===== src/sv/rspc_pkg.sv =====
// Shared types and constants for the range sum pair counter.
package rspc_pkg;

  localparam int unsigned SAMPLE_W = 32;
  localparam int unsigned COUNT_W  = 16;
  localparam logic [COUNT_W-1:0] COUNT_MAX = {COUNT_W{1'b1}};

  // Configuration register indexes.
  localparam logic REG_RANGE_LOW  = 1'b0;
  localparam logic REG_RANGE_HIGH = 1'b1;

  // Control bits that travel with a word along the cell chain.
  typedef struct packed {
    logic valid;
    logic last;
    logic ovf;
  } item_ctl_t;

endpackage


===== src/sv/rspc_cell.sv =====
// One chain cell: holds one stored prefix and counts in-range differences.
module rspc_cell #(
  parameter int unsigned SUM_W    = 41,
  parameter int unsigned IDX_W    = 8,
  parameter int unsigned CELL_IDX = 0
) (
  input  logic                          clk,
  input  logic                          rst_n,
  input  logic signed [SUM_W-1:0]       range_low,
  input  logic signed [SUM_W-1:0]       range_high,
  input  rspc_pkg::item_ctl_t           ctl_in,
  input  logic signed [SUM_W-1:0]       prefix_in,
  input  logic [IDX_W-1:0]              idx_in,
  input  logic [rspc_pkg::COUNT_W-1:0]  cnt_in,
  output rspc_pkg::item_ctl_t           ctl_out,
  output logic signed [SUM_W-1:0]       prefix_out,
  output logic [IDX_W-1:0]              idx_out,
  output logic [rspc_pkg::COUNT_W-1:0]  cnt_out
);

  localparam logic [IDX_W-1:0] MY_IDX = IDX_W'(CELL_IDX);

  logic signed [SUM_W-1:0]      stored_r;
  rspc_pkg::item_ctl_t          ctl_r;
  logic signed [SUM_W-1:0]      prefix_r;
  logic [IDX_W-1:0]             idx_r;
  logic [rspc_pkg::COUNT_W-1:0] cnt_r;
  logic [rspc_pkg::COUNT_W-1:0] cnt_nxt;
  logic signed [SUM_W-1:0]      diff;
  logic                         hit;

  // The stored prefix belongs to an earlier word of this sequence only when
  // this cell sits below the passing word's position.
  assign diff = prefix_in - stored_r;
  assign hit  = ctl_in.valid && !ctl_in.ovf && (MY_IDX < idx_in) &&
                (diff >= range_low) && (diff <= range_high);
  assign cnt_nxt = (hit && (cnt_in != rspc_pkg::COUNT_MAX)) ?
                   cnt_in + rspc_pkg::COUNT_W'(1) : cnt_in;

  always_ff @(posedge clk) begin
    if (!rst_n) begin
      ctl_r <= '0;
    end else begin
      ctl_r <= ctl_in;
    end
  end

  always_ff @(posedge clk) begin
    prefix_r <= prefix_in;
    idx_r    <= idx_in;
    cnt_r    <= cnt_nxt;
    if (ctl_in.valid && !ctl_in.ovf && (idx_in == MY_IDX)) begin
      stored_r <= prefix_in;
    end
  end

  assign ctl_out    = ctl_r;
  assign prefix_out = prefix_r;
  assign idx_out    = idx_r;
  assign cnt_out    = cnt_r;

endmodule


===== config.mk =====
export PLATFORM = sky130hd
export DESIGN_NAME = rspc_cell
export DESIGN_NICKNAME = d
export VERILOG_FILES = /design/src/sv/rspc_pkg.sv /design/src/sv/rspc_cell.sv
export SDC_FILE = /design/constraint.sdc
export NUM_CORES = 1
export LEC_CHECK = 0
export ABC_AREA = 1
export BUFFER_PORTS_ARGS = -buffer_cell sky130_fd_sc_hd__buf_2
export CORE_ASPECT_RATIO = 0.6
export CORE_MARGIN = 5
export CORE_UTILIZATION = 30
export CTS_CLUSTER_SIZE = 25
export DETAILED_ROUTE_END_ITERATION = 7
export PLACE_DENSITY = 0.53
export SLEW_MARGIN = 5
export SYNTH_ARGS = -nofsm -noshare
export SYNTH_HDL_FRONTEND = slang
export SYNTH_SLANG_ARGS = --single-unit

===== constraint.sdc =====
create_clock -name clk -period 5.1 [get_ports clk]
set_clock_uncertainty 0.2 [all_clocks]
set_input_delay 0.255 -clock clk [delete_from_list [all_inputs] [get_ports clk]]
set_output_delay 0.255 -clock clk [all_outputs]
set_load 0.02 [all_outputs]

======== Word level (Yosys, flattened, before mapping) ========
Cells that the tools add are included.
storage, ports and cells
  bits in registers ....................... 109
  input port bits ......................... 152
  output and inout bits ................... 68
  word-level logic and storage cells ...... 22
cells by class
  add/sub/neg operators ................... 2
  magnitude comparators ................... 3
  eq/ne operators ......................... 1
  multiplexer cells ....................... 1
  reduce and logical (&&, ||, !) cells .... 8
operators with widths
  cell                   number
  $ge 41x41->1           1
  $le 41x41->1           1
  $sub 41x41->41         1
  $add 16x1->16 const B  1
  $mux 16                1
  $ne 16x16->1 const B   1
  $logic_not 8->1        1
  $lt 1x8->1 const A     1
  $logic_and 1x1->1      6
  $logic_not 1->1        1

======== Logic depth before layout (Yosys ltp) ========
Gate-level depths: netlist of run 1.
  depth after elaboration ................. 7
  mapped depth ............................ 31
  gate-level depth less buffers ........... 30

======== Least setup slack after synthesis of run 1 ========
Ideal clock, no wire load.
  path type ............................... input -> register
  start ................................... in idx_in[4]
  end ..................................... reg stored_r[0] (enable)
  setup time .............................. 0.498 ns
  data arrival time ....................... 3.650 ns
  data required time ...................... 4.402 ns
  setup slack ............................. 0.751 ns
  cell stages on the path ................. 3
  path buffers ............................ 0
  path through ............................ nor4_1 -> and2_1 -> nor3b_1
on the way
  cells in the longest elaborated chain, start to end .. 2
RTL lines
  element               line             source
  start, declared       rspc_cell.sv:13  input logic [IDX_W-1:0] idx_in,
  $logic_not 8->1       rspc_cell.sv:52  if (ctl_in.valid && !ctl_in.ovf && (idx_in == MY_IDX)) begin
  $logic_and 1x1->1     rspc_cell.sv:52
  end signal, assigned  rspc_cell.sv:53  stored_r <= prefix_in;
  end, declared         rspc_cell.sv:23  logic signed [SUM_W-1:0] stored_r;
Every way passes these cells.
A chain may end at the register's enable or synchronous reset.

======== Final worst setup path of run 1 ========
  start ................................... in prefix_in[19]
  end ..................................... reg cnt_r, in the netlist cnt_out[4]
on the way
  cells in the longest elaborated chain, start to end .. 6
  elaborated cells between the ends (all ways) .. 7
RTL lines
  element                line             source
  start, declared        rspc_cell.sv:12  input logic signed [SUM_W-1:0] prefix_in,
  $sub 41x41->41 *       rspc_cell.sv:34  assign diff = prefix_in - stored_r;
  $ge 41x41->1           rspc_cell.sv:36  (diff >= range_low) && (diff <= range_high);
  $logic_and 1x1->1      rspc_cell.sv:35  assign hit = ctl_in.valid && !ctl_in.ovf && (MY_IDX < idx_in) &&
  $logic_and 1x1->1 *    rspc_cell.sv:36
  $logic_and 1x1->1 *    rspc_cell.sv:37  assign cnt_nxt = (hit && (cnt_in != rspc_pkg::COUNT_MAX)) ?
  $mux 16 *              rspc_cell.sv:37
  via cnt_nxt (one bit)  rspc_cell.sv:28  logic [rspc_pkg::COUNT_W-1:0] cnt_nxt;
  end signal, assigned   rspc_cell.sv:51  cnt_r <= cnt_nxt;
  end, declared          rspc_cell.sv:27  logic [rspc_pkg::COUNT_W-1:0] cnt_r;
The timed path passes the listed nets; every way through them passes the cells marked *.

==> results of run 1 <==
-- per-layer routing --
layer	wire, um	share of wire, %	track usage (%)	up-vias
li1	-	-	-	4272
met1	15900	53	29.7	3747
met2	11400	38	25.4	283
met3	2390	8.0	5.35	16
met4	223	0.75	2.43	2
met5	13	0.044	0	-
-- state kept, by name (all words and copies together) (netlist names) --
| register | cells |
|---|---|
| cnt_out | 16 |
| idx_out | 8 |
| stored_r | 41 |
| ctl_out | 3 |
| prefix_out | 41 |
-- layout make-up --
type | instances | area, um^2 | share of cell area (%)
clock inverters | 6 | 37.5 | 0.343
well taps | 367 | 459 | 4.20
inverters | 206 | 773 | 7.07
clock buffers | 10 | 239 | 2.19
multi-input cells | 801 | 4900 | 44.9
repair buffers | 303 | 1930 | 17.6
flip-flops and latches | 109 | 2590 | 23.7
-- critical path: cells and delay by family --
family | cells | cell delay [ns]
compound gates | 5 | 1.39
xor+xnor | 1 | 0.18
fa+ha+maj | 2 | 0.69
buf+inv | 2 | 0.69
simple gates | 12 | 1.63
-- per-stage QoR --
step	TNS, ns	hold WS (ns)	area, um^2
after floorplan	0	0.0827	8280
after global placement	0	0.174	9850
after detailed placement	0	0.172	9850
after CTS	0	0.215	10800
after global routing	-0.216	0.245	10900
final	0	0.222	10900
-- cell families (layout without fill, tap and decap cells) --
logic type / count (synthesis) / in the layout / synth area share, %
AND/OR/NAND/NOR: 467 / 467 / 24.3
buffers and inverters: 210 / 525 / 9.68
adder cells (fa/ha/maj): 124 / 124 / 18.8
flip-flops: 109 / 109 / 31.3
AO/OA/AOI/OAI: 160 / 160 / 10.6
XOR/XNOR: 50 / 50 / 5.29
-- synthesized netlist by cell type (7+ instances only) --
master and n:
ha_1 123, nor2_1 101, nor3_1 13, o21ai_0 39, edfxtp_1 41, nor4_1 7, dfxtp_1 68, xnor2_1 14
a21oi_1 86, nand4_1 25, nand2_1 260, a31oi_1 7, o21a_1 8, nand3_1 41, inv_1 206, xor2_1 36
-- path summary, 6_finish.rpt --
kind | start | endpoint | cells after the start
setup reg to reg | stored_r[0] | cnt_out[4] | 27
hold reg to reg | stored_r[40] | cnt_out[11] | 7
setup / recovery | prefix_in[19] | cnt_out[4] | 22
hold / removal | ctl_in[0] | cnt_out[6] | 6
-- power groups by stage --
stage	Sequential [mW]	Combinational [mW]	Clock, mW
final	0.945	0.764	0.688
after detailed placement	0.965	0.684	0
after CTS	0.945	0.730	0.723
after global routing	0.950	0.854	0.761
after floorplan	1.01	0.381	0
after global placement	0.964	0.682	0
-- repair_timing --
action / 4_1_cts / 5_1_grt
endpoints found under the hold margin: 109 / 0
setup buffers: 0 / 8
setup endpoints to repair: 0 / 16
hold buffers: 71 / 0
resized for setup: 0 / 3
==> run metrics, run 1 <==
CTS Buf Count=9; crit-path max cell delay=about 0.54 ns; Finished Core Util=39.9%; root buf cell=clkbuf_16; placed insts=between 1500 and 2000; Post-Synthesis Cells=1120; syn_nets=1396; DIE HEIGHT=139 um; final net count=1706; Seq cells post-synth=109; 1st-iter DRT viols=557; Comb power frac=31.9%; Pleak=5.64 nW; WS Path Type=primary input to flip-flop; Post-DRT Antenna Nets=0; CP cell instances=dlygate4sd3_1 > buf_2 > ha_1 > a21oi_1 > o21ai_0 > a21oi_1 > o21ai_0 > a21oi_1 > xnor2_1 > ha_1 > nand2_1 > nor2_1 > and2_1 > nand2_1 > nor2_1 > nand2_1 > nand4_1 > nand2_2 > nor2_8 > nand3_4 > nand2_1 > nand2_1; vias in the first global route=between 8000 and 9000; VDD IR max=about 0.13 mV; vias=8320; Pwr Density=219 nW/um^2; Yosys top cell area share=18.6%; Clock Path Buffers=2; CP max FO=15; IO Port Bufs=219; total wire length=29900 um; CTS tree=done; Final setup violation count=0; HPWL reported at the end of detailed placement=about 25000 um; DR vias/cell=4.62; die width=around 220 um; # clock sinks=109; Top FF cell, synth=dfxtp_1; Cell Int Power=1.58 mW; # DRC=0; wire per inst=16.6 um; Worst-path clk slew=0.07 ns; GP Congestion=0.930; most frequent cells in the layout=nand2_1, buf_2, inv_1, ha_1, nor2_1; maximum clock rate=210 MHz; pin count of the biggest net entering global routing=42; Final Hold Fails=0; Worst Hold Class=primary input to flip-flop; fin. max-slew vios=0; Total GRT Usage=18.7%; Die Area=31100 um^2; Syn Area/Cell=7.39 um^2; Ys Warns=0; Fillers=2946; # H-tree levels=3; drt pass-1 iters=7; Psw=0.816 mW; number of flops mapped to enable cells by yosys=41; Relative slew margins=between 50% and 60%; total power draw=2.40 mW; async set or reset register ratio after synthesis=0%; cell taking the most area after synthesis=ha_1; sequential share of the synthesized area=31.3%; # IOs=220; Least-Margin Pin Slew=between 0.6 and 0.7 ns; Finished Layout Cells=1802; Setup WS post-layout=0.327 ns; Worst EP arrival=4.84 ns; CP Launch Type=primary input; Period minus WS final=4.77 ns; Max Cap Violations=0; Area contributors post-synth=ha_1, dfxtp_1, edfxtp_1, nand2_1, inv_1; Core Area=between 20000 and 30000 um^2; Layout area overhead=32.0%; Clk pwr share=28.7%; run status=finished clean; Synth cell types=41; Critical-path top delay cell=dlygate4sd3_1; Critical Path Most Common Cell=nand2_1; first-pass GRT wire length=45400 um; Reg power frac=39.4%; pre-CTS setup slack=~0.036 ns; final period utilization=93.6%; Initial Util=30.2%; Sw Ratio=approximately 34%; most common cell after layout, fill and taps aside=nand2_1; antenna violations before repair=1; diode count=0; CP Capture Type=flip-flop; Core Rows=47; cell area after synthesis=between 8000 and 9000 um^2; layout cell share with drive strength beyond 1=18.2%; clk_lat worst skew=0.38 ns; worst endpoint required time=slightly above 5 ns; GRT Residual Overflow=0; R2R setup slack=0.40 ns
Note: power is estimated with default switching activity, not from simulation.
==> run 2: changes to the inputs <==
--- a/config.mk
+++ b/config.mk
@@ -7,12 +7,14 @@
 export LEC_CHECK = 0
 export ABC_AREA = 1
 export BUFFER_PORTS_ARGS = -buffer_cell sky130_fd_sc_hd__buf_2
+export CELL_PAD_IN_SITES_DETAIL_PLACEMENT = 1
+export CELL_PAD_IN_SITES_GLOBAL_PLACEMENT = 1
 export CORE_ASPECT_RATIO = 0.6
 export CORE_MARGIN = 5
 export CORE_UTILIZATION = 30
 export CTS_CLUSTER_SIZE = 25
 export DETAILED_ROUTE_END_ITERATION = 7
-export PLACE_DENSITY = 0.53
+export PLACE_DENSITY = 0.69
 export SLEW_MARGIN = 5
 export SYNTH_ARGS = -nofsm -noshare
 export SYNTH_HDL_FRONTEND = slang
==> run 2 against run 1 <==
  * Wire length increased by 10%
  * Die area stayed put
  * Critical path depth rose by 1
  * Largest power group unchanged
  * Largest cell class unchanged
  * Count of clock-buffer cells in the layout is 1 lower
  * Sequential share of layout area down 0.054 points
  * Core utilization is 0.091 points higher
  * Combinational power increased by 2%
==> run metrics, run 2 (synthesis results as in run 1) <==
run status=finished clean; CP max FO=16 (+1); wire per inst=18.2 um (+10%); Die Area=31100 um^2 (unchanged); crit-path max cell delay=0.53 ns (about the same); Setup WS post-layout=0.185 ns (-0.142 ns); antenna violations before repair=0 (-1); Sw Ratio=35.6% (+1.6 points); pre-CTS setup slack=0.187 ns (+0.150 ns); Reg power frac=38.8% (-0.6 points); Comb power frac=32.0% (about the same); CP Launch Type=primary input; CP Capture Type=flip-flop; layout cell share with drive strength beyond 1=18.9% (+0.68 points); vias=8585 (+3.2%); # DRC=0 (unchanged); GRT Residual Overflow=0 (unchanged); clk_lat worst skew=0.39 ns (about the same); worst hold margin=0.272 ns (+0.0498 ns); DR vias/cell=4.76 (+3.1%); CP cell instances=dlygate4sd3_1 > buf_2 > ha_1 > nand2_1 > nor2_1 > inv_1 > nor4_1 > a21oi_1 > o21bai_1 > xor2_1 > ha_1 > nand2_1 > nor2_1 > nand4_1 > buf_4 > nor2_1 > nand4_1 > o21ai_0 > nand2_1 > nand2_2 > buf_6 > nand4_1 > nand2_1; Final setup violation count=0 (unchanged); fin. max-slew vios=0 (unchanged); Cell Int Power=1.57 mW (-0.88%); vias in the first global route=8945 (+11%); Initial Util=30.2% (unchanged); Worst-path clk slew=0.08 ns (about the same); VDD IR max=0.145 mV (+15%); CTS tree=done; WS Path Type=primary input to flip-flop; Top delay family on crit path=simple AND/OR/NAND/NOR gates; Psw=0.867 mW (+6.3%); Pwr Density=222 nW/um^2 (+1.3%); DIE HEIGHT=139 um (unchanged); Clk pwr share=29.1% (+0.4 points); Pleak=5.64 nW (about the same); Layout area overhead=32.3%; Period minus WS final=4.92 ns (+0.142 ns); 1st-iter DRT viols=435 (-22%); maximum clock rate=203 MHz (-2.9%); Least-Margin Pin Slew=0.628 ns (-0.00945 ns); Relative slew margins=58.2% (+0.63 points); Total GRT Usage=20.4% (+1.7 points); most common cell after layout, fill and taps aside=nand2_1; Worst Hold Class=primary input to flip-flop; worst endpoint required time=5.23 ns (+0.06 ns); total power draw=2.43 mW (+1.6%); most frequent cells in the layout=nand2_1, buf_2, inv_1, ha_1, nor2_1; Finished Core Util=40.0% (+0.091 points); first-pass GRT wire length=49800 um (+9.8%); pin count of the biggest net entering global routing=42 (unchanged); drt pass-1 iters=4 (-3); Core Area=27400 um^2 (unchanged); Critical-path top delay cell=dlygate4sd3_1; Final Hold Fails=0 (unchanged); GP Congestion=0.901 (-3.2%); HPWL reported at the end of detailed placement=27000 um (+10%); # IOs=220 (unchanged); IO Port Bufs=219 (unchanged); # clock sinks=109 (unchanged); die width=225 um (unchanged); worst path bufs/invs=5 (+3); diode count=0 (unchanged); Clock Path Buffers=2 (unchanged); root buf cell=clkbuf_16; CTS Buf Count=9 (unchanged); Post-DRT Antenna Nets=0 (unchanged); Worst EP arrival=5.04 ns (+0.20 ns); final period utilization=96.4% (+2.8 points); # H-tree levels=3 (unchanged); Critical Path Most Common Cell=nand2_1; final net count=1707 (+0.059%); Max Cap Violations=0 (unchanged); Core Rows=47 (unchanged); total wire length=32900 um (+10%)
[run 2: layout make-up]
type,count,area [um^2]
clock buffer,9,225
clock inverter,7,50.0
fill,3504,16400
inverter,206,773
multi-input combinational,802,4950
sequential,109,2590
tap,367,459
timing repair buffer,303,1910
[run 2: what timing repair did]
action	CTS	global route
buffers inserted	0	5
hold buffers	71	0
hold endpoints to repair	109	0
gates resized for setup	0	12
endpoints found under the setup margin	0	16
[run 2: worst min-delay path: cells and delay by family]
family,cells,cell delay (ns)
AND/OR/NAND/NOR,5,0.43
buffers and inverters,1,0.11
[run 2: per-layer routing]
layer	vias to the layer above	track usage, %	part of all wire, %
li1	4277	-	-
met1	4092	31.8	54
met2	198	28.9	40
met3	18	4.70	5.3
met4	0	3.07	0.74
met5	-	0	0
[run 2: worst paths after layout]
| check | endpoint | depth (start not counted) | startpoint | slack, ns |
|---|---|---|---|---|
| max | cnt_out[10] | 23 | prefix_in[8] | 0.18 |
| min | cnt_out[1] | 6 | ctl_in[0] | 0.27 |
| max reg2reg | cnt_out[10] | 22 | stored_r[10] | 0.37 |
| min reg2reg | cnt_out[1] | 10 | stored_r[0] | 1.24 |
[run 2: power by group through the flow]
stage | clock network [mW] | registers, mW | logic [mW]
6_report | 0.709 | 0.945 | 0.780
4_1_cts | 0.740 | 0.945 | 0.758
3_5_place_dp | 0 | 0.965 | 0.711
3_3_place_gp | 0 | 0.964 | 0.687
2_1_floorplan | 0 | 1.01 | 0.381
5_1_grt | 0.773 | 0.949 | 0.865
[run 2: stage by stage]
| stage | cell area, um^2 | std cells | TNS, ns |
|---|---|---|---|
| finish | 11000 | 1803 | 0 |
| global route | 11000 | 1803 | -0.00342 |
| CTS | 10900 | 1797 | 0 |
| detailed placement | 9870 | 1710 | 0 |
| global placement | 9870 | 1710 | 0 |
| floorplan | 8280 | 1120 | 0 |
