[src/sv/rspc_pkg.sv]
// Shared types and constants for the range sum pair counter.
package rspc_pkg;

  localparam int unsigned SAMPLE_W = 32;
  localparam int unsigned COUNT_W  = 16;
  localparam logic [COUNT_W-1:0] COUNT_MAX = {COUNT_W{1'b1}};

  // Configuration register indexes.
  localparam logic REG_RANGE_LOW  = 1'b0;
  localparam logic REG_RANGE_HIGH = 1'b1;

  // Control bits that travel with a word along the cell chain.
  typedef struct packed {
    logic valid;
    logic last;
    logic ovf;
  } item_ctl_t;

endpackage

[src/sv/rspc_tail.sv]
// Chain tail: adds the self hit, accumulates per-sequence totals, drives results.
module rspc_tail #(
  parameter int unsigned SUM_W = 41
) (
  input  logic                          clk,
  input  logic                          rst_n,
  input  logic signed [SUM_W-1:0]       range_low,
  input  logic signed [SUM_W-1:0]       range_high,
  input  rspc_pkg::item_ctl_t           ctl_in,
  input  logic signed [SUM_W-1:0]       prefix_in,
  input  logic [rspc_pkg::COUNT_W-1:0]  cnt_in,
  output logic                          out_valid,
  output logic [rspc_pkg::COUNT_W-1:0]  out_pair_total,
  output logic                          out_too_long
);

  logic [rspc_pkg::COUNT_W-1:0] acc_r;
  logic [rspc_pkg::COUNT_W-1:0] acc_nxt;
  logic                         ovf_r;
  logic                         ovf_nxt;
  logic                         out_valid_r;
  logic [rspc_pkg::COUNT_W-1:0] total_r;
  logic                         too_long_r;
  logic                         self_hit;
  logic [rspc_pkg::COUNT_W-1:0] part;
  logic [rspc_pkg::COUNT_W:0]   sum_wide;

  // A prefix that lies in range by itself is the subarray from the start.
  assign self_hit = !ctl_in.ovf && (prefix_in >= range_low) && (prefix_in <= range_high);
  assign part     = (self_hit && (cnt_in != rspc_pkg::COUNT_MAX)) ?
                    cnt_in + rspc_pkg::COUNT_W'(1) : cnt_in;
  assign sum_wide = {1'b0, acc_r} + {1'b0, part};
  assign acc_nxt  = sum_wide[rspc_pkg::COUNT_W] ? rspc_pkg::COUNT_MAX
                                                 : sum_wide[rspc_pkg::COUNT_W-1:0];
  assign ovf_nxt  = ovf_r | ctl_in.ovf;

  always_ff @(posedge clk) begin
    if (!rst_n) begin
      acc_r       <= '0;
      ovf_r       <= 1'b0;
      out_valid_r <= 1'b0;
    end else begin
      out_valid_r <= ctl_in.valid && ctl_in.last;
      if (ctl_in.valid) begin
        if (ctl_in.last) begin
          acc_r <= '0;
          ovf_r <= 1'b0;
        end else begin
          acc_r <= acc_nxt;
          ovf_r <= ovf_nxt;
        end
      end
    end
  end

  always_ff @(posedge clk) begin
    total_r    <= acc_nxt;
    too_long_r <= ovf_nxt;
  end

  assign out_valid      = out_valid_r;
  assign out_pair_total = total_r;
  assign out_too_long   = too_long_r;

endmodule
[config.mk]
export PLATFORM = sky130hd
export DESIGN_NAME = rspc_tail
export DESIGN_NICKNAME = d
export VERILOG_FILES = /design/src/sv/rspc_pkg.sv /design/src/sv/rspc_tail.sv
export SDC_FILE = /design/constraint.sdc
export NUM_CORES = 1
export LEC_CHECK = 0
export BUFFER_PORTS_ARGS = -buffer_cell sky130_fd_sc_hd__buf_2
export CAP_MARGIN = 20
export CORE_MARGIN = 1.5
export CORE_UTILIZATION = 52
export CTS_BUF_LIST = sky130_fd_sc_hd__clkbuf_8
export DETAILED_ROUTE_END_ITERATION = 7
export PLACE_DENSITY = 0.84
export SYNTH_ARGS = -nofsm -noshare
export SYNTH_HDL_FRONTEND = slang
export SYNTH_SLANG_ARGS = --single-unit
[constraint.sdc]
create_clock -name clk -period 5.95 [get_ports clk]
set_input_delay 0.8925 -clock clk [delete_from_list [all_inputs] [get_ports clk]]
set_output_delay 0.8925 -clock clk [all_outputs]
set_load 0.005 [all_outputs]
After elaboration in Yosys (flattened, before gate mapping)
Index checks and enable logic that the tools add are counted.
{"block": "classes", "mux": 4, "n_bitwise": 1, "reduce_logical": 5, "n_lt_le_gt_ge": 2, "eq_ne": 1, "n_addsub": 2}
{"cell": "2-to-1 mux 16 bit", "count": 3}
{"cell": ">= comparator 41 bit", "count": 1}
{"cell": "less-or-equal comparator 41 bit", "count": 1}
{"cell": "adder 16 x 16 -> 17 bit", "count": 1}
{"cell": "adder 16 x 1 -> 16 bit (second input constant)", "count": 1}
{"cell": "inequality test 16 bit (second input constant)", "count": 1}
{"cell": "logical AND 1 bit", "count": 4}
{"cell": "logical NOT 1 bit", "count": 1}
{"cell": "2-to-1 mux 1 bit", "count": 1}
{"cell": "OR 1 bit", "count": 1}
{"block": "totals", "out_inout_bits": 18, "ff_bits": 35, "input_bits": 144}

Depth between registers and ports, before layout
Gate-level depths: netlist of run 1.
{"block": "depth", "depth_word": 8, "ltp_mapped": 23}

Worst setup path after synthesis of run 1
OpenSTA, ideal clock, no wires.
{"block": "synth_timing", "path_kind": "input port to flip-flop", "start": "input port range_low[6]", "end": "register acc_r[15] (netlist name)", "setup_time_ns": 0.117, "path_stages": 20, "slack_ns": 0.720, "path_buffers": 0, "t_required_ns": 5.833, "t_arrival_ns": 5.113, "path_cell_list": "inv_1 ha_1 a21o_1 a221o_1 a2111oi_2 o221ai_1 a211oi_2 nand3_2 o211ai_4 nor2_2 mux2_1 ha_1 a21o_1 a21oi_1 o21ai_0 a31o_2 a21oi_1 o31ai_1 a2111o_1 a22o_1"}
{"block": "synth_via", "elab_chain_cells": 8}
{"item": "start: declaration", "line": "rspc_tail.sv:7", "text": "input logic signed [SUM_W-1:0] range_low,"}
{"item": ">= comparator 41 bit", "line": "rspc_tail.sv:29", "text": "assign self_hit = !ctl_in.ovf && (prefix_in >= range_low) && (prefix_in <= range_high);"}
{"item": "logical AND 1 bit (2 in a row)", "line": "rspc_tail.sv:29"}
{"item": "logical AND 1 bit", "line": "rspc_tail.sv:30", "text": "assign part = (self_hit && (cnt_in != rspc_pkg::COUNT_MAX)) ?"}
{"item": "2-to-1 mux 16 bit", "line": "rspc_tail.sv:30"}
{"item": "adder 16 x 16 -> 17 bit", "line": "rspc_tail.sv:32", "text": "assign sum_wide = {1'b0, acc_r} + {1'b0, part};"}
{"item": "2-to-1 mux 16 bit", "line": "rspc_tail.sv:33", "text": "assign acc_nxt = sum_wide[rspc_pkg::COUNT_W] ? rspc_pkg::COUNT_MAX"}
{"item": "net acc_nxt (one bit)", "line": "rspc_tail.sv:18", "text": "logic [rspc_pkg::COUNT_W-1:0] acc_nxt;"}
{"item": "2-to-1 mux 16 bit", "line": "rspc_tail.sv:45", "text": "if (ctl_in.last) begin"}
{"item": "end signal: assignment", "line": "rspc_tail.sv:49", "text": "acc_r <= acc_nxt;"}
{"item": "end: declaration", "line": "rspc_tail.sv:17", "text": "logic [rspc_pkg::COUNT_W-1:0] acc_r;"}
The timed path passes the listed nets, and every way through them passes these cells.
A chain may end at the register's enable or synchronous reset.

Worst setup path in the final report of run 1
{"block": "layout_timing", "start": "input port prefix_in[22]", "end": "register acc_r[12] (netlist name)"}
{"block": "layout_via", "elab_chain_cells": 8, "elab_cells_between_ends": 9, "cone_classes": "1 x add/sub; 2 x order compare; 3 x mux; 3 x reduce/logical"}
{"item": "start: declaration", "line": "rspc_tail.sv:10", "text": "input logic signed [SUM_W-1:0] prefix_in,"}
{"item": ">= comparator 41 bit", "line": "rspc_tail.sv:29"}
{"item": "logical AND 1 bit", "line": "rspc_tail.sv:29"}
{"item": "logical AND 1 bit *", "line": "rspc_tail.sv:29"}
{"item": "logical AND 1 bit *", "line": "rspc_tail.sv:30"}
{"item": "2-to-1 mux 16 bit *", "line": "rspc_tail.sv:30"}
{"item": "adder 16 x 16 -> 17 bit *", "line": "rspc_tail.sv:32"}
{"item": "2-to-1 mux 16 bit *", "line": "rspc_tail.sv:33"}
{"item": "net acc_nxt (one bit)", "line": "rspc_tail.sv:18"}
{"item": "2-to-1 mux 16 bit *", "line": "rspc_tail.sv:45"}
Mark *: on every way through the listed nets, which the timed path passes. The rest lies on a longest branch.

==> flow_summary.json, run 1 <==
{
  "outcome": "completed",
  "ys_warn_count": 0,
  "critPathCaptureType": "flip-flop",
  "worst_pin_slew_ns": 0.7523,
  "insertion_delay_ns": 0.29,
  "synth_top_area_share_pct": 28.95,
  "grt_antenna_before_repair": 0,
  "gr-usage-met2_pct": 45.89,
  "synthCells": 542,
  "clockRootBuffer": "clkbuf_8",
  "vias": 4444,
  "cp.required_ns": 6.14,
  "synth-xor-area-share_pct": 4.298,
  "cts_tree": "built",
  "total_power_uw": 805.0,
  "synth_seq_cells": 35,
  "ir_worst_vdd_mv": 0.1135,
  "slew_headroom_pct": 49.43,
  "reg2regPathDepth": 12,
  "clock-sinks": 35,
  "viasPerCell": 5.473,
  "path_max_fanout": 9,
  "final_max_slew_viol_count": 0,
  "path_clk_slew_ns": 0.07,
  "synthToLayoutAreaGrowth_pct": 24.39,
  "syn_nets": 786,
  "grt_max_degree": 17,
  "gp_congestion": 0.9439,
  "portBuffers": 161,
  "fin_util_pct": 67.83,
  "start_util_pct": 54.53,
  "std_cell_rows": 32,
  "finalSetupTns_ns": 0,
  "crit_end": "acc_r[12]",
  "die_w_microns": 93.72,
  "hp-start": "ovf_r",
  "synth-simple-area-share_pct": 20.03,
  "synthTopCellsByArea": "ha_1 (29%), dfxtp_1 (16%), inv_1 (8.2%)",
  "finalSetupViolCount": 0,
  "post-route-period-util_pct": 92.80,
  "fin_crit_ns": 5.521,
  "busiest_layer": "met2",
  "grt-ovfl-total": 0,
  "crit_chain": "buf_2 -> ha_1 -> nand4_1 -> nor4_2 -> nand4_1 -> or4_1 -> nand3_2 -> o211ai_4 -> nor2_2 -> xor2_1 -> ha_1 -> inv_1 -> fa_1 -> nor2b_1 -> o21ai_1 -> a21boi_0 -> o31a_1 -> o21ai_0 -> o21bai_1 -> xnor2_1 -> nand2b_1 -> a22o_1",
  "dr.pass1.iters": 4,
  "die_h_microns": 93.72,
  "synth_mux_area_share_pct": 1.257,
  "path_delay_family": "simple AND/OR/NAND/NOR gates",
  "r2r-end": "acc_r[12]",
  "cp_num_cells": 22,
  "rsz0062_at_grt": "no",
  "drive_above_1_share_pct": 27.32,
  "hold_viol_final": 0,
  "r2r_slack_ns": 3.19,
  "path_class": "input port to flip-flop",
  "grtUsageTotal_pct": 26.48,
  "synth_compound_area_share_pct": 19.94,
  "io_pins": 162,
  "synthAdderAreaFrac_pct": 29.42,
  "avgRoutedWirePerCell_microns": 13.92,
  "max_stage_delay_ns": 0.57,
  "clockBufferDepth": 2,
  "met1_usage_pct": 33.20,
  "cp.buffers_inverters": 2,
  "dieArea_sq_mm": 0.008783,
  "cp-start-kind": "input port",
  "cp.arrival_ns": 5.71,
  "dp_slack_ns": 0.1697,
  "antenna_cells": 0,
  "cts_setup_buffers": 0,
  "met3_usage_pct": 4.126,
  "nFillCells": 660,
  "ant_nets": 0,
  "synth.distinct_cells": 61,
  "first_global_vias": 4492,
  "synth_top_area_cell": "ha_1",
  "worst_slack_ns": 0.4286,
  "ctsResizeCount": 0,
  "hpwlAfterDp_mm": 9.830,
  "cts_buffers": 5,
  "synth_ff_type": "dfxtp_1",
  "placed_cell_area_sq_mm": 0.005235,
  "fin_skew_ns": 0.003160,
  "synth_area_sq_mm": 0.004279,
  "reg2reg_from": "acc_r[0]",
  "wirelength_mm": 11.30,
  "htreeDepth": 2,
  "hold_class": "flip-flop to flip-flop",
  "drtIter0Drc": 142,
  "ys_seq_area_share_pct": 16.37,
  "fin_nets": 954,
  "regArea_sq_um": 700.7,
  "grt_pass1_wl_mm": 18.79,
  "slowest_stage": "or4_1",
  "leakagePower_uw": 0.002972,
  "fin_area_sq_mm": 0.005323,
  "power_density_mw_per_mm2": 151.2,
  "crit_start": "prefix_in[22]",
  "design.core.area_sq_mm": 0.007848,
  "drv_cap": 0,
  "async_reset_ff_share_pct": 0,
  "drcViolationCount": 0,
  "multiInputGateArea_sq_mm": 0.003207,
  "avgSynthCellArea_sq_um": 7.895,
  "max_freq_ghz": 0.1811,
  "synth_edf_count": 0,
  "synth_top_family_by_area": "adder cells",
  "cts_hold_buf": 0
}
[sequential cells by signal (all words and copies together), names as in the netlist]
register and cells:
out_too_long 1, acc_r 16, out_valid 1, out_pair_total 16, ovf_r 1
[logic make-up after synthesis]
logic type | Yosys count
AO/OA/AOI/OAI | 125
XOR/XNOR | 21
adder cells (fa/ha/maj) | 100
buffers and inverters | 99
flip-flops | 35
multiplexers | 5
AND/OR/NAND/NOR | 157
[stage by stage]
stage          instances  hold slack [ns]
6_report             812           0.4700
5_1_grt              812           0.5057
4_1_cts              812           0.4778
3_5_place_dp         805           0.4631
3_3_place_gp         804           0.4395
2_1_floorplan        542           0.4179
[power breakdown]
part	switching [uW]	leakage (uW)	internal, uW
logic	186	0.00263	168
clock network	82.7	0.0000470	90.7
registers	10.7	0.000291	267
[how the worst min path moves through the flow]
| stage | to | slack [ns] | cells past startpoint |
|---|---|---|---|
| final | out_too_long | 0.47 | 1 |
| after detailed placement | out_too_long | 0.46 | 1 |
| after global placement | out_too_long | 0.44 | 1 |
| after global routing | out_too_long | 0.51 | 1 |
| after floorplan | out_too_long | 0.42 | 1 |
| after CTS | out_too_long | 0.48 | 1 |
[final cells by class]
cell class,instances,area share [%]
multi-input cells,408,60.25
inverters,94,6.629
well taps,102,2.398
flip-flops and latches,35,13.16
clock inverters,1,0.09403
clock buffers,6,1.551
repair buffers,166,15.91
[layer usage]
layer  wire (microns)  share of wire, %
met2             5244                46
met3              654               5.8
met5                0                 0
met1             5096                45
met4              308               2.7
[Yosys cell counts, types with 3 or more instances]
master / n
a211oi_1: 6
a22o_1: 16
or2_2: 6
clkbuf_1: 4
o21ai_0: 21
a21oi_1: 37
inv_1: 94
ha_1: 99
xor2_1: 14
nand4_1: 17
o21ai_1: 4
nor4_2: 5
nand3_1: 15
a31oi_1: 4
a21o_1: 10
nand2_1: 41
xnor2_1: 7
nor3_1: 14
nor2_1: 22
o21a_1: 3
dfxtp_1: 35
and4_1: 3
o21bai_1: 3
nand2b_1: 9
mux2_1: 3
nor2b_1: 8
[layout by cell type, fill, tap and decap left out, types with 6 or more instances in the layout]
cell and count:
a21o_1 10, nor2_1 22, a22o_1 16, buf_2 161, nor3_1 14, nand2_1 41
o21ai_0 21, xor2_1 14, inv_1 94, nand3_1 15, or2_2 6, ha_1 99
nand2b_1 9, nand4_1 17, dfxtp_1 35, xnor2_1 7, a21oi_1 37, nor2b_1 8
clkbuf_8 6, a211oi_1 6
Power figures use the tool's default switching activity.
==> run 2: changes to the inputs <==
CORE_UTILIZATION = 30   (was 52)
PLACE_DENSITY = not set   (was 0.84)
==> run 2 against run 1 <==
Compared with the run above:
- routed wire length grew 2.4%
- hold slack got worse by 0.0066 ns
- combinational power decreased by 1%
- via count decreased by 4.8%
- sequential share of layout area down 0.26 points
- count of clock-buffer cells in the layout stayed put
- die area is 71% higher
- clock power about the same
- final area is 2.0% higher
- critical path type unchanged
- critical endpoint is now acc_r[15]
- largest cell class unchanged
- largest power group unchanged
==> flow_summary.json, run 2 (same netlist as run 1, synthesis figures left out) <==
{
  "grtUsageTotal_pct": 15.69,
  "slowest_stage": "or4_1",
  "drive_above_1_share_pct": 27.53,
  "vias": 4229,
  "final_max_slew_viol_count": 0,
  "cts_buffers": 5,
  "ctsResizeCount": 0,
  "path_max_fanout": 9,
  "layoutNonFillerInstCount": 892,
  "io_pins": 162,
  "multiInputGateArea_sq_mm": 0.003207,
  "fin_skew_ns": 0.004454,
  "outcome": "completed",
  "portBuffers": 161,
  "cp-start-kind": "input port",
  "dieArea_sq_mm": 0.01499,
  "fin_nets": 956,
  "fin_crit_ns": 5.491,
  "antenna_cells": 0,
  "grt_antenna_before_repair": 0,
  "worst_slack_ns": 0.4593,
  "die_w_microns": 122.4,
  "start_util_pct": 30.83,
  "cts_tree": "built",
  "fin_area_sq_mm": 0.005431,
  "nFillCells": 1493,
  "synthToLayoutAreaGrowth_pct": 26.93,
  "max_stage_delay_ns": 0.56,
  "std_cell_rows": 43,
  "crit_chain": "buf_2 -> ha_1 -> nand4_1 -> nor4_2 -> nand4_1 -> or4_1 -> nand3_2 -> o211ai_4 -> nor2_2 -> mux2_1 -> ha_1 -> a21o_1 -> a21oi_1 -> o21ai_0 -> a31o_2 -> a21oi_1 -> o31ai_1 -> a2111o_1 -> a22o_1",
  "viasPerCell": 4.741,
  "grt-ovfl-total": 0,
  "wirelength_mm": 11.57,
  "drv_cap": 0,
  "grt_pass1_wl_mm": 19.15,
  "path_class": "input port to flip-flop",
  "path_clk_slew_ns": 0.07,
  "layout_commonest_cell": "buf_2",
  "max_freq_ghz": 0.1821,
  "ir_worst_vdd_mv": 0.08740,
  "insertion_delay_ns": 0.28,
  "cp.arrival_ns": 5.67,
  "hold_viol_final": 0,
  "gp_congestion": 0.8687,
  "avgRoutedWirePerCell_microns": 12.97,
  "dr.pass1.iters": 4,
  "finalSetupTns_ns": 0,
  "hold_class": "flip-flop to flip-flop",
  "design.core.area_sq_mm": 0.01388,
  "grt_max_degree": 17,
  "post-route-period-util_pct": 92.28,
  "regArea_sq_um": 700.7,
  "placed_cells": 885,
  "power_density_mw_per_mm2": 147.5,
  "cp.required_ns": 6.12,
  "critPathCaptureType": "flip-flop",
  "first_global_vias": 4221,
  "die_h_microns": 122.4,
  "cts_hold_buf": 0,
  "clockBufferDepth": 2,
  "final_cell_mix": "buf_2 (161), ha_1 (99), inv_1 (94)",
  "worst_pin_slew_ns": 0.4747,
  "placed_cell_area_sq_mm": 0.005344,
  "cts_setup_buffers": 0,
  "rsz0062_at_grt": "no",
  "slew_headroom_pct": 68.16,
  "hpwlAfterDp_mm": 10.33,
  "htreeDepth": 2,
  "clockRootBuffer": "clkbuf_8",
  "leakagePower_uw": 0.002981,
  "ant_nets": 0,
  "dp_slack_ns": 0.1719,
  "clock-sinks": 35,
  "fin_util_pct": 39.13,
  "drcViolationCount": 0,
  "drtIter0Drc": 121,
  "finalSetupViolCount": 0
}
-- run 2: layer usage --
layer / routed length (microns) / GRT usage, %
met5: 0 / 0
met4: 93 / 2.398
met3: 547 / 2.230
met2: 5258 / 27.34
met1: 5673 / 20.87
-- run 2: through the flow --
stage,hold WS [ns],total power [uW]
5_1_grt,0.4859,871.9
4_1_cts,0.4675,809.9
3_5_place_dp,0.4490,635.6
2_1_floorplan,0.4179,494.9
6_report,0.4634,801.1
3_3_place_gp,0.4517,635.7
-- run 2: cell type report --
type	instances	share of cell area (%)
sequential	35	12.90
multi-input combinational	408	59.04
clock inverter	1	0.09214
timing repair buffer	168	15.80
inverter	94	6.496
clock buffer	6	1.520
tap	180	4.147
-- run 2: final timing paths --
check,slack (ns),from,cells after the start,to
setup / recovery,0.46,prefix_in[22],19,acc_r[15]
hold / removal,0.46,ovf_r,2,ovf_r
setup reg to reg,3.30,acc_r[0],12,acc_r[4]
hold reg to reg,0.46,ovf_r,2,ovf_r
-- run 2: critical path, delay by kind of cell --
family          cells  cell delay [ns]
compound gates      9             2.06
fa+ha+maj           2             0.56
buf+inv             1             0.11
mux                 1             0.35
simple gates        6             1.68
-- run 2: where the power goes --
group / switching, uW / total, uW / internal (uW)
sequential: 11.6 / 279 / 267
clock: 82.0 / 173 / 90.8
combinational: 183 / 350 / 167
total: 276 / 801 / 525
==> run 3: changes to the inputs <==
CORE_UTILIZATION = 29   (was 30)
REMOVE_ABC_BUFFERS = 1   (was not set)
SLEW_MARGIN = 20   (was not set)
==> run 3 against run 2 <==
Compared with the run above:
- routed wire length hardly changed
- power is 6.0% higher
- sequential power hardly changed
- core utilization is 1.5 points lower
- critical endpoint unchanged
==> flow_summary.json, run 3 (same netlist as run 1, synthesis figures left out) <==
{
  "outcome": "completed",
  "grt_antenna_before_repair": 0,
  "insertion_delay_ns": 0.30,
  "layout_commonest_cell": "buf_2",
  "die_w_microns": 124.5,
  "worst_pin_slew_ns": 0.7223,
  "cp.arrival_ns": 5.65,
  "drive_above_1_share_pct": 27.32,
  "power_density_mw_per_mm2": 156.0,
  "dr.pass1.iters": 4,
  "crit_chain": "buf_2 -> inv_1 -> ha_1 -> a21o_1 -> a221o_1 -> a2111oi_2 -> o221ai_1 -> a211oi_2 -> nand3_2 -> o211ai_4 -> nor2_2 -> mux2_1 -> ha_1 -> a21o_1 -> a21oi_1 -> o21ai_0 -> a31o_2 -> a21oi_1 -> o31ai_1 -> a2111o_1 -> a22o_1",
  "hold_viol_final": 0,
  "start_util_pct": 29.55,
  "cp.required_ns": 6.14,
  "dieArea_sq_mm": 0.01549,
  "htreeDepth": 2,
  "hpwlAfterDp_mm": 10.40,
  "portBuffers": 161,
  "synthToLayoutAreaGrowth_pct": 27.22,
  "slew_headroom_pct": 51.45,
  "cts_buffers": 5,
  "ir_worst_vdd_mv": 0.07859,
  "ant_nets": 0,
  "cts_hold_buf": 0,
  "avgRoutedWirePerCell_microns": 12.95,
  "grt_max_degree": 17,
  "cts_setup_buffers": 0,
  "hold_class": "flip-flop to flip-flop",
  "vias": 4228,
  "max_freq_ghz": 0.1831,
  "hold_depth": 1,
  "finalSetupTns_ns": 0,
  "clockBufferDepth": 2,
  "slowest_stage": "a2111o_1",
  "final_cell_mix": "buf_2 (161), ha_1 (99), inv_1 (94)",
  "clockRootBuffer": "clkbuf_8",
  "std_cell_rows": 44,
  "drcViolationCount": 0,
  "first_global_vias": 4308,
  "grtUsageTotal_pct": 14.97,
  "fin_skew_ns": 0.01183,
  "cp-start-kind": "input port",
  "post-route-period-util_pct": 91.79,
  "drtIter0Drc": 141,
  "design.core.area_sq_mm": 0.01448,
  "cts_tree": "built",
  "rsz0062_at_grt": "no",
  "grt-ovfl-total": 0,
  "die_h_microns": 124.5,
  "gp_congestion": 0.9035,
  "path_clk_slew_ns": 0.07,
  "leakagePower_uw": 0.002980,
  "reg2regPathDepth": 12,
  "ctsResizeCount": 0,
  "antenna_cells": 0,
  "drv_cap": 0,
  "path_class": "input port to flip-flop",
  "fin_nets": 953,
  "grt_pass1_wl_mm": 19.50,
  "fin_util_pct": 37.60,
  "viasPerCell": 4.729,
  "path_max_fanout": 9,
  "max_stage_delay_ns": 0.45,
  "fin_crit_ns": 5.461,
  "io_pins": 162,
  "clock-sinks": 35,
  "critPathCaptureType": "flip-flop",
  "finalSetupViolCount": 0,
  "final_max_slew_viol_count": 0,
  "wirelength_mm": 11.57,
  "nFillCells": 1546
}
==> run 3: path summary, 6_finish.rpt <==
kind | start | to | slack [ns]
hold / removal | ovf_r | out_too_long | 0.44
setup reg to reg | acc_r[0] | acc_r[12] | 3.29
hold reg to reg | ovf_r | out_too_long | 0.44
setup / recovery | range_low[6] | acc_r[15] | 0.49
==> run 3: metal layers <==
metal	global-route usage (%)	part of all wire [%]
met1	20.06	49
met4	4.192	1.9
met5	0	0
met3	2.105	4.3
met2	25.02	45
==> run 3: layout make-up <==
cell class	instances	area [sq um]	share of cell area (%)
Inverter	94	352.8	6.481
Tap cell	184	230.2	4.229
Clock inverter	2	35.03	0.6435
Sequential cell	35	700.7	12.87
Timing Repair Buffer	165	835.8	15.35
Clock buffer	6	82.58	1.517
Multi-Input combinational cell	408	3207	58.91
==> run 3: worst max-delay path: cells and delay by family <==
| family | cells | cell delay (ns) |
|---|---|---|
| AO/OA/AOI/OAI | 14 | 3.41 |
| adder cells (fa/ha/maj) | 2 | 0.59 |
| multiplexers | 1 | 0.35 |
| AND/OR/NAND/NOR | 2 | 0.28 |
| buffers and inverters | 2 | 0.12 |
==> run 3: power breakdown <==
part | switching [uW] | leakage (uW) | total [uW] | internal [uW]
registers | 11.5 | 0.000291 | 279 | 267
logic | 183 | 0.00263 | 350 | 167
clock network | 85.1 | 0.0000612 | 221 | 135
total | 280 | 0.00298 | 849 | 569
==> run 3: through the flow <==
stage | cells | worst slack, ns | cell area [sq um] | power (uW) | hold slack, ns
after floorplan | 537 | 0.7197 | 4260 | 494.2 | 0.4179
after global placement | 886 | 0.2973 | 5326 | 636.5 | 0.4288
after detailed placement | 886 | 0.1696 | 5326 | 635.3 | 0.4309
after CTS | 894 | 0.4657 | 5444 | 859.9 | 0.4489
after global routing | 894 | 0.1038 | 5444 | 921.8 | 0.4858
final | 894 | 0.4886 | 5444 | 849.4 | 0.4427
